===== src/rtl/core/elevator_call_scheduler_defines.svh =====
// Assertion macros shared by the elevator call scheduler RTL.
// Every macro expects i_clk and i_rst_n in scope; no other dependencies.
`ifndef ELEVATOR_CALL_SCHEDULER_DEFINES_SVH
`define ELEVATOR_CALL_SCHEDULER_DEFINES_SVH

// Consequence must hold in the same cycle as the antecedent.
`define ECS_ASSERT_NOW(lbl, ante, cons, msg) \
    lbl: assert property (@(posedge i_clk) disable iff (!i_rst_n) (ante) |-> (cons)) \
        else $error(msg);

// Consequence must hold in the cycle after the antecedent.
`define ECS_ASSERT_NEXT(lbl, ante, cons, msg) \
    lbl: assert property (@(posedge i_clk) disable iff (!i_rst_n) (ante) |=> (cons)) \
        else $error(msg);

`endif


===== src/rtl/core/ecs_pkg.sv =====
// Shared types, constants and helper functions of the elevator call scheduler.
// No dependencies; imported by ecs_ctrl, ecs_datapath and the top level.
`timescale 1ns / 1ps
`default_nettype none

package ecs_pkg;

    localparam int MAX_FLOORS    = 16;
    localparam int EVENT_LIMIT   = 48;
    localparam int RESET_FLOORS  = 16;
    localparam int FLOOR_W       = 5;
    localparam int FIDX_W        = $clog2(MAX_FLOORS);
    localparam int CNT_W         = $clog2(MAX_FLOORS + 1);
    localparam int EVCNT_W       = $clog2(EVENT_LIMIT + 1);
    localparam int NIB           = (MAX_FLOORS + 3) / 4;

    typedef logic signed [1:0] t_dir;
    localparam t_dir DIR_UP   = 2'sd1;
    localparam t_dir DIR_IDLE = 2'sd0;
    localparam t_dir DIR_DOWN = -2'sd1;

    typedef enum logic [1:0] {
        EV_STOP   = 2'd0,
        EV_ARRIVE = 2'd1,
        EV_REST   = 2'd2,
        EV_REJECT = 2'd3
    } t_event;

    typedef enum logic [2:0] {
        S_IDLE,
        S_COUNT,
        S_EVAL,
        S_REST,
        S_MOVE
    } t_state;

    typedef struct packed {
        logic   load_req;
        logic   count;
        logic   emit;
        t_event kind;
        logic   last;
        logic   clear_here;
        logic   rest;
        logic   move;
    } t_dp_cmd;

    typedef struct packed {
        logic req_ok;
        logic here;
        logic none;
        t_dir h_next;
        logic cnt_last;
    } t_dp_stat;

    function automatic logic [FLOOR_W-1:0] eff_floors(input logic [FLOOR_W-1:0] v);
        logic [FLOOR_W-1:0] f;
        f = v;
        if (f < FLOOR_W'(2)) begin
            f = FLOOR_W'(2);
        end else if (f > FLOOR_W'(MAX_FLOORS)) begin
            f = FLOOR_W'(MAX_FLOORS);
        end
        return f;
    endfunction

    // Two-level adder tree: nibble counts first, then their sum.
    function automatic logic [CNT_W-1:0] pop_count(input logic [MAX_FLOORS-1:0] v);
        logic [NIB*4-1:0]   p;
        logic [2:0]         nib [NIB];
        logic [CNT_W-1:0]   s;
        p = '0;
        p[MAX_FLOORS-1:0] = v;
        for (int k = 0; k < NIB; k++) begin
            nib[k] = 3'(p[4*k]) + 3'(p[4*k+1]) + 3'(p[4*k+2]) + 3'(p[4*k+3]);
        end
        s = '0;
        for (int k = 0; k < NIB; k++) begin
            s = s + CNT_W'(nib[k]);
        end
        return s;
    endfunction

    // Heading after a pass, given the held heading and the pending counts.
    function automatic t_dir next_heading(input t_dir h_in,
                                          input logic [CNT_W-1:0] up,
                                          input logic [CNT_W-1:0] down);
        t_dir h;
        h = h_in;
        if (h == DIR_IDLE) begin
            if (down > up) begin
                h = DIR_DOWN;
            end else if (down < up) begin
                h = DIR_UP;
            end
        end
        if (up == '0 && h == DIR_UP) begin
            h = (down != '0) ? DIR_DOWN : DIR_IDLE;
        end
        if (down == '0 && h == DIR_DOWN) begin
            h = (up != '0) ? DIR_UP : DIR_IDLE;
        end
        return h;
    endfunction

endpackage

`default_nettype wire


===== src/rtl/core/ecs_datapath.sv =====
// Datapath of the elevator call scheduler: pending calls, car position,
// heading, pass counts, event counter and result registers. Uses ecs_pkg.
`timescale 1ns / 1ps
`default_nettype none
`include "elevator_call_scheduler_defines.svh"

module ecs_datapath (
    input  wire logic                        i_clk,
    input  wire logic                        i_rst_n,
    input  wire logic                        i_cfg_we,
    input  wire logic [ecs_pkg::FLOOR_W-1:0] i_cfg_wdata,
    input  wire logic [ecs_pkg::FLOOR_W-1:0] i_request_floor,
    input  wire ecs_pkg::t_dp_cmd            i_cmd,
    output ecs_pkg::t_dp_stat                o_stat,
    output logic                             o_strobe,
    output logic [1:0]                       o_event_kind,
    output logic [ecs_pkg::FLOOR_W-1:0]      o_car_floor,
    output logic signed [1:0]                o_travel_direction,
    output logic                             o_last_event
);
    import ecs_pkg::*;

    logic [MAX_FLOORS-1:0] r_pending, n_pending;
    logic [FLOOR_W-1:0]    r_pos, n_pos;
    t_dir                  r_heading, n_heading;
    logic [FLOOR_W-1:0]    r_floor_eff, n_floor_eff;
    logic [CNT_W-1:0]      r_up, r_down;
    logic                  r_here;
    logic [EVCNT_W-1:0]    r_cnt, n_cnt;

    logic                  r_strobe;
    t_event                r_kind;
    logic [FLOOR_W-1:0]    r_floor_out;
    t_dir                  r_dir_out;
    logic                  r_last;

    logic [MAX_FLOORS-1:0] above, below;
    logic [FLOOR_W-1:0]    req_m1, pos_m1, pos_next, cfg_eff;
    logic [FIDX_W-1:0]     req_idx, pos_idx;
    t_dir                  h_next;

    assign req_m1   = i_request_floor - FLOOR_W'(1);
    assign pos_m1   = r_pos - FLOOR_W'(1);
    assign req_idx  = req_m1[FIDX_W-1:0];
    assign pos_idx  = pos_m1[FIDX_W-1:0];
    assign cfg_eff  = eff_floors(i_cfg_wdata);
    assign h_next   = next_heading(r_heading, r_up, r_down);
    assign pos_next = (h_next == DIR_UP) ? r_pos + FLOOR_W'(1) : r_pos - FLOOR_W'(1);

    always_comb begin
        for (int i = 0; i < MAX_FLOORS; i++) begin
            above[i] = r_pending[i] && (i >= int'(r_pos));
            below[i] = r_pending[i] && (i < int'(r_pos) - 1);
        end
    end

    assign o_stat.req_ok   = (i_request_floor != '0) && (i_request_floor <= r_floor_eff);
    assign o_stat.here     = r_here;
    assign o_stat.none     = (r_up == '0) && (r_down == '0);
    assign o_stat.h_next   = h_next;
    assign o_stat.cnt_last = (r_cnt == EVCNT_W'(EVENT_LIMIT - 1));

    always_comb begin
        n_pending   = r_pending;
        n_pos       = r_pos;
        n_heading   = r_heading;
        n_floor_eff = r_floor_eff;
        n_cnt       = r_cnt;
        if (i_cmd.load_req) begin
            n_pending[req_idx] = 1'b1;
            n_cnt              = '0;
        end
        if (i_cmd.clear_here) begin
            n_pending[pos_idx] = 1'b0;
            n_cnt              = r_cnt + EVCNT_W'(1);
        end
        if (i_cmd.rest) begin
            n_heading = DIR_IDLE;
        end
        if (i_cmd.move) begin
            n_heading = h_next;
            n_pos     = pos_next;
            n_cnt     = r_cnt + EVCNT_W'(1);
        end
        // Shrinking the floor count drops calls above the top and pulls the car down.
        if (i_cfg_we) begin
            n_floor_eff = cfg_eff;
            for (int i = 0; i < MAX_FLOORS; i++) begin
                if (i >= int'(cfg_eff)) begin
                    n_pending[i] = 1'b0;
                end
            end
            if (r_pos > cfg_eff) begin
                n_pos = cfg_eff;
            end
        end
    end

    always_ff @(posedge i_clk) begin
        if (!i_rst_n) begin
            r_pending   <= '0;
            r_pos       <= FLOOR_W'(1);
            r_heading   <= DIR_IDLE;
            r_floor_eff <= eff_floors(FLOOR_W'(RESET_FLOORS));
            r_cnt       <= '0;
            r_strobe    <= 1'b0;
        end else begin
            r_pending   <= n_pending;
            r_pos       <= n_pos;
            r_heading   <= n_heading;
            r_floor_eff <= n_floor_eff;
            r_cnt       <= n_cnt;
            r_strobe    <= i_cmd.emit;
        end
    end

    always_ff @(posedge i_clk) begin
        if (i_cmd.count) begin
            r_up   <= pop_count(above);
            r_down <= pop_count(below);
            r_here <= r_pending[pos_idx];
        end
        if (i_cmd.emit) begin
            r_kind <= i_cmd.kind;
            r_last <= i_cmd.last;
            case (i_cmd.kind)
                EV_ARRIVE: begin
                    r_floor_out <= pos_next;
                    r_dir_out   <= h_next;
                end
                EV_REST: begin
                    r_floor_out <= r_pos;
                    r_dir_out   <= DIR_IDLE;
                end
                default: begin
                    r_floor_out <= r_pos;
                    r_dir_out   <= r_heading;
                end
            endcase
        end
    end

    assign o_strobe           = r_strobe;
    assign o_event_kind       = r_kind;
    assign o_car_floor        = r_floor_out;
    assign o_travel_direction = r_dir_out;
    assign o_last_event       = r_last;

    `ECS_ASSERT_NOW(a_pos_in_range, 1'b1, r_pos != '0 && r_pos <= r_floor_eff, "car outside floors")
    `ECS_ASSERT_NOW(a_stop_clears, r_strobe && r_kind == EV_STOP, !r_pending[pos_idx], "stop kept call")
    `ECS_ASSERT_NOW(a_cnt_bound, 1'b1, r_cnt <= EVCNT_W'(EVENT_LIMIT), "event count overrun")

endmodule

`default_nettype wire


===== src/rtl/core/ecs_ctrl.sv =====
// Controller of the elevator call scheduler: sequences count, evaluate,
// stop, rest and move steps of each service pass. Uses ecs_pkg.
`timescale 1ns / 1ps
`default_nettype none
`include "elevator_call_scheduler_defines.svh"

module ecs_ctrl (
    input  wire logic              i_clk,
    input  wire logic              i_rst_n,
    input  wire logic              i_start,
    input  wire ecs_pkg::t_dp_stat i_stat,
    output ecs_pkg::t_dp_cmd       o_cmd,
    output logic                   o_busy
);
    import ecs_pkg::*;

    t_state  r_state, n_state;
    t_dp_cmd cmd;

    always_ff @(posedge i_clk) begin
        if (!i_rst_n) begin
            r_state <= S_IDLE;
        end else begin
            r_state <= n_state;
        end
    end

    always_comb begin
        n_state = r_state;
        cmd     = '0;
        case (r_state)
            S_IDLE: begin
                if (i_start) begin
                    if (i_stat.req_ok) begin
                        cmd.load_req = 1'b1;
                        n_state      = S_COUNT;
                    end else begin
                        cmd.emit = 1'b1;
                        cmd.kind = EV_REJECT;
                        cmd.last = 1'b1;
                    end
                end
            end
            S_COUNT: begin
                cmd.count = 1'b1;
                n_state   = S_EVAL;
            end
            S_EVAL: begin
                if (i_stat.here) begin
                    cmd.emit       = 1'b1;
                    cmd.kind       = EV_STOP;
                    cmd.clear_here = 1'b1;
                    if (i_stat.cnt_last) begin
                        cmd.last = 1'b1;
                        n_state  = S_IDLE;
                    end else if (i_stat.none) begin
                        n_state = S_REST;
                    end else if (i_stat.h_next != DIR_IDLE) begin
                        n_state = S_MOVE;
                    end else begin
                        cmd.last = 1'b1;
                        n_state  = S_IDLE;
                    end
                end else if (i_stat.none) begin
                    cmd.emit = 1'b1;
                    cmd.kind = EV_REST;
                    cmd.rest = 1'b1;
                    cmd.last = 1'b1;
                    n_state  = S_IDLE;
                end else if (i_stat.h_next != DIR_IDLE) begin
                    n_state = S_MOVE;
                end else begin
                    // tie with an idle car: end the run silently
                    n_state = S_IDLE;
                end
            end
            S_REST: begin
                cmd.emit = 1'b1;
                cmd.kind = EV_REST;
                cmd.rest = 1'b1;
                cmd.last = 1'b1;
                n_state  = S_IDLE;
            end
            S_MOVE: begin
                cmd.emit = 1'b1;
                cmd.kind = EV_ARRIVE;
                cmd.move = 1'b1;
                cmd.last = i_stat.cnt_last;
                n_state  = i_stat.cnt_last ? S_IDLE : S_COUNT;
            end
            default: begin
                n_state = S_IDLE;
            end
        endcase
    end

    assign o_cmd  = cmd;
    assign o_busy = (r_state != S_IDLE);

    `ECS_ASSERT_NEXT(a_last_ends_run, cmd.emit && cmd.last, r_state == S_IDLE, "run kept going")
    `ECS_ASSERT_NOW(a_move_heading, r_state == S_MOVE, i_stat.h_next != DIR_IDLE, "move w/o heading")
    `ECS_ASSERT_NOW(a_idle_quiet, r_state == S_IDLE, !cmd.count && !cmd.move, "pass step while idle")

endmodule

`default_nettype wire


===== src/rtl/core/elevator_call_scheduler.sv =====
// Top level of the elevator call scheduler: controller plus datapath.
// Depends on ecs_pkg, ecs_ctrl and ecs_datapath.
//
//  channel   | handshake                  | payload
//  ----------+----------------------------+--------------------------------------------
//  request   | start in, busy out         | i_request_floor
//  result    | o_strobe out, no back-pres | o_event_kind, o_car_floor,
//            |                            | o_travel_direction, o_last_event
//  config    | i_cfg_we in                | i_cfg_wdata (floor_count)
//
// A rejected request answers in the cycle after start and leaves busy low.
// A valid request runs passes of count, evaluate and (on a move) move steps;
// a pass that stops at the car's floor with no calls left adds a rest step,
// and the 48-event counter bounds how long busy stays high.
// Results come one per strobe cycle and cannot be stalled.
// Synchronous active-low reset: car at floor 1, no calls, heading idle, 16 floors.
`timescale 1ns / 1ps
`default_nettype none

module elevator_call_scheduler (
    input  wire logic                        i_clk,
    input  wire logic                        i_rst_n,
    input  wire logic                        start,
    output logic                             busy,
    input  wire logic [ecs_pkg::FLOOR_W-1:0] i_request_floor,
    input  wire logic                        i_cfg_we,
    input  wire logic [ecs_pkg::FLOOR_W-1:0] i_cfg_wdata,
    output logic                             o_strobe,
    output logic [1:0]                       o_event_kind,
    output logic [ecs_pkg::FLOOR_W-1:0]      o_car_floor,
    output logic signed [1:0]                o_travel_direction,
    output logic                             o_last_event
);
    import ecs_pkg::*;

    t_dp_cmd  cmd;
    t_dp_stat stat;

    ecs_ctrl u_ctrl (
        .i_clk   (i_clk),
        .i_rst_n (i_rst_n),
        .i_start (start),
        .i_stat  (stat),
        .o_cmd   (cmd),
        .o_busy  (busy)
    );

    ecs_datapath u_datapath (
        .i_clk              (i_clk),
        .i_rst_n            (i_rst_n),
        .i_cfg_we           (i_cfg_we),
        .i_cfg_wdata        (i_cfg_wdata),
        .i_request_floor    (i_request_floor),
        .i_cmd              (cmd),
        .o_stat             (stat),
        .o_strobe           (o_strobe),
        .o_event_kind       (o_event_kind),
        .o_car_floor        (o_car_floor),
        .o_travel_direction (o_travel_direction),
        .o_last_event       (o_last_event)
    );

endmodule

`default_nettype wire

===== config.mk =====
export PLATFORM = sky130hd
export DESIGN_NAME = elevator_call_scheduler
export DESIGN_NICKNAME = d
export VERILOG_FILES = /design/src/rtl/core/ecs_pkg.sv /design/src/rtl/core/ecs_datapath.sv /design/src/rtl/core/ecs_ctrl.sv /design/src/rtl/core/elevator_call_scheduler.sv
export VERILOG_INCLUDE_DIRS = /design/src /design/src/rtl/core
export SDC_FILE = /design/constraint.sdc
export NUM_CORES = 1
export LEC_CHECK = 0
export BUFFER_PORTS_ARGS = -buffer_cell sky130_fd_sc_hd__buf_2
export CORE_MARGIN = 2
export CORE_UTILIZATION = 57
export DETAILED_ROUTE_END_ITERATION = 12
export GPL_TIMING_DRIVEN = 0
export PLACE_DENSITY_LB_ADDON = 0.1
export SLEW_MARGIN = 20
export SYNTH_ARGS = -nofsm -noshare
export SYNTH_HDL_FRONTEND = slang
export SYNTH_SLANG_ARGS = --single-unit

===== constraint.sdc =====
create_clock -name i_clk -period 8.2 [get_ports i_clk]
set_clock_uncertainty 0.1 [all_clocks]
set_input_delay 0.41 -clock i_clk [delete_from_list [all_inputs] [get_ports i_clk]]
set_output_delay 0.41 -clock i_clk [all_outputs]
set_load 0.1 [all_outputs]

==> impl_metrics.env <==
export IMPL_ant_nets=0
export IMPL_cts_root_buf="clkbuf_8"
export IMPL_synth_seq_area_share_pct=28.4
export IMPL_dieArea_um2=9340
export IMPL_area_delta_synth_final_pct=9.13
export IMPL_syn_inst=530
export IMPL_vias=4163
export IMPL_power_density_nw_per_um2=194
export IMPL_slew_viol_final=0
export IMPL_io_buffers=20
export IMPL_cp_start_kind="flop"
export IMPL_grt_pass1_vias=4185
export IMPL_crit_start="u_datapath.r_pos[1]"
export IMPL_hp_start="i_request_floor[0]"
export IMPL_place_gp_congestion=0.953
export IMPL_clkPwrFrac_pct=27.4
export IMPL_grtUsageTotal_pct=27.2
export IMPL_synth_warnings=0
export IMPL_power_frac_comb_pct=37.0
export IMPL_p_leak_nw=2.51
export IMPL_maxCapViolations=0
export IMPL_diodes=0
export IMPL_grt_ovfl_total=0
export IMPL_fillCellCount=735
export IMPL_worst_skew_pair_late_latency_ns=0.35
export IMPL_die_h_um=96.6
export IMPL_htree_levels=3
export IMPL_viasPerCell=6.21
export IMPL_worstPathMaxFanout=10
export IMPL_arrival_ns=5.93
export IMPL_setup_viol=0
export IMPL_synthArstFlopShare_pct=0
export IMPL_place_area_um2=5120
export IMPL_antenna_found_initial=0
export IMPL_post_place_cells=655
export IMPL_synth_distinct_cells=70
export IMPL_clockBufferDepth=2
export IMPL_drc=0
export IMPL_ctsResizeCount=0
export IMPL_drt_iter0_drc=245
export IMPL_netlist_area_um2=4890
export IMPL_syn_nets=613
export IMPL_routedWlPerCell_um=18.5
export IMPL_maxSlewHeadroom_pct=36.3
export IMPL_clkTransAtPathRegs_ns=0.07
export IMPL_p_sw_uw=421
export IMPL_intPower_uw=613
export IMPL_cts_tree="done"
export IMPL_required_ns=8.19
export IMPL_rows=33
export IMPL_swShare_pct=40.7
export IMPL_cts_setup_buffers=0
export IMPL_final_hold_viol_count=0
export IMPL_fin_nets=644
export IMPL_synth_edf_count=21
export IMPL_status="completed"
export IMPL_r2r_start="u_datapath.r_pos[1]"
export IMPL_initial_core_util_pct=59.2
export IMPL_end_kind="flop"
export IMPL_ir_worst_vdd_mv=0.0880
export IMPL_postSynthAreaPerCell_um2=9.23
export IMPL_hold_buffers=0
export IMPL_grt_max_degree=12
export IMPL_post_route_cell_area_um2=5340
export IMPL_synth_ff_type="dfxtp_1"
export IMPL_ys_ff_latch=59
export IMPL_period_share_pct=72.4
export IMPL_path_class="reg2reg"
export IMPL_finalSetupTns_ns=0
export IMPL_core_area_um2=8260
export IMPL_numCtsBuffers=9
export IMPL_grt_pass1_wl_um=20600
export IMPL_clock_sinks=59
export IMPL_io_pins=26
export IMPL_clock_fmax_ghz=0.168
export IMPL_hpwl_um=9570
export IMPL_post_route_min_period_ns=5.94
export IMPL_rsz0062_at_grt="false"
export IMPL_wirelength_um=12400
export IMPL_drtPass1Iterations=5
export IMPL_worst_pin_slew_ns=0.954
export IMPL_hold_class="in2reg"
export IMPL_dieWidth_um=96.6
export IMPL_power_frac_seq_pct=35.6
export IMPL_drive_gt1_share_pct=10.1
export IMPL_stdcell_count=670
synthesized netlist by cell type (all sizes together) (12+ instances only):
| master | n | area share (%) |
|---|---|---|
| nor2b | 16 | 2.0 |
| ha | 51 | 13 |
| clkbuf | 22 | 1.7 |
| inv | 40 | 3.1 |
| nand2 | 43 | 3.4 |
| nor2 | 38 | 3.0 |
| a31oi | 13 | 1.7 |
| nand3 | 17 | 1.7 |
| a21o | 12 | 1.8 |
| o21ai | 28 | 2.9 |
| dfxtp | 38 | 16 |
| mux2i | 12 | 2.5 |
| fa | 18 | 7.4 |
| edfxtp | 21 | 13 |
| a21oi | 14 | 1.4 |
flip-flops by register name, indices dropped and copies added, names as in the netlist:
name                           flops
u_datapath.o_strobe                1
u_datapath.o_last_event            1
u_datapath.r_pending              16
u_datapath.r_here                  1
u_datapath.r_up                    5
u_datapath.o_car_floor             5
u_datapath.r_pos                   5
u_ctrl.r_state                     3
u_datapath.r_heading               2
u_datapath.r_floor_eff             5
u_datapath.r_cnt                   6
u_datapath.r_down                  5
u_datapath.o_event_kind            2
u_datapath.o_travel_direction      2
area by class of cell:
class / count / area, um2 / share of cell area (%)
clock inverters: 2 / 13.8 / 0.258
clock buffers: 13 / 201 / 3.77
inverters: 40 / 150 / 2.81
multi-input cells: 403 / 3220 / 60.3
flip-flops and latches: 59 / 1390 / 26.1
plain buffers: 28 / 129 / 2.41
repair buffers: 20 / 100 / 1.87
well taps: 105 / 131 / 2.46
power by group through the flow:
stage	clock [mW]	combinational (mW)	sequential, mW
6_report	0.283	0.383	0.368
3_3_place_gp	0	0.370	0.372
4_1_cts	0.284	0.379	0.367
5_1_grt	0.300	0.411	0.371
3_5_place_dp	0	0.379	0.374
2_1_floorplan	0	0.228	0.435
final timing paths:
kind	slack (ns)	endpoint	cells after the start
setup / recovery	2.26	u_datapath.r_down[3]	22
hold / removal	0.31	u_datapath.r_pending[2]	3
setup reg to reg	2.26	u_datapath.r_down[3]	22
hold reg to reg	0.37	u_datapath.r_cnt[5]	1
worst max-delay path, cell delays in order (launching register included):
cell      delay, ns
dfxtp_1        0.52
clkbuf_1       0.40
inv_1          0.18
ha_1           0.23
nand2b_1       0.22
nor2_1         0.12
xnor2_1        0.41
nand2_1        0.26
nor2_1         0.22
a21oi_1        0.10
ha_1           0.30
inv_1          0.05
fa_1           0.50
inv_1          0.04
ha_1           0.20
fa_1           0.49
inv_1          0.06
fa_1           0.47
inv_1          0.07
ha_1           0.16
inv_1          0.05
fa_1           0.37
xnor2_1        0.15
stage by stage:
stage	setup WS (ns)	util (%)	hold WS, ns	power, mW
floorplan	3.17	-	0.323	0.664
global placement	2.39	62.0	0.343	0.743
detailed placement	2.35	62.0	0.363	0.752
CTS	2.33	64.7	0.302	1.03
global route	1.91	64.7	0.313	1.08
finish	2.26	64.7	0.312	1.03
cell families (layout without fill, tap and decap cells):
kind of cell | Yosys count | after routing | share of synthesized area (%)
and+or+nand+nor | 169 | 169 | 18.2
AOI/OAI and AO/OA | 128 | 128 | 18.8
adders and majority gates | 69 | 69 | 20.4
buffers and inverters | 68 | 103 | 5.70
DFF | 59 | 59 | 28.4
muxes | 20 | 20 | 5.45
xor gates and xnor gates | 17 | 17 | 3.04
cell usage in the layout (no fill, tap or decap), types with 3 or more instances in the layout:
cell type,instances
a311oi_1,4
nor2b_1,16
a22o_1,4
clkbuf_8,11
mux2i_1,12
or3_4,3
a21oi_1,14
edfxtp_1,21
mux4_2,5
o21a_1,3
nand3_1,17
inv_1,40
a41oi_1,9
a21o_1,12
and3_1,9
fa_1,18
a21boi_0,5
o211ai_1,3
xor2_1,8
mux2_2,3
nor3b_1,4
buf_6,3
and3b_1,3
o311a_1,3
clkbuf_1,22
xnor2_1,9
o21ai_0,26
nor4b_1,3
buf_2,21
o211a_1,5
nor3_1,8
ha_1,51
nor2_1,37
nand2b_1,4
a31oi_1,13
dfxtp_1,38
nand2_1,42
and2_1,8
a221o_1,3
per-layer routing:
layer | up-vias | GRT usage, % | part of all wire, %
met2 | 162 | 44.1 | 47
met4 | 0 | 7.37 | 1.7
met5 | - | 0 | 0
li1 | 1992 | - | -
met3 | 20 | 4.34 | 6.9
met1 | 1989 | 37.9 | 44
Power figures use the tool's default switching activity.
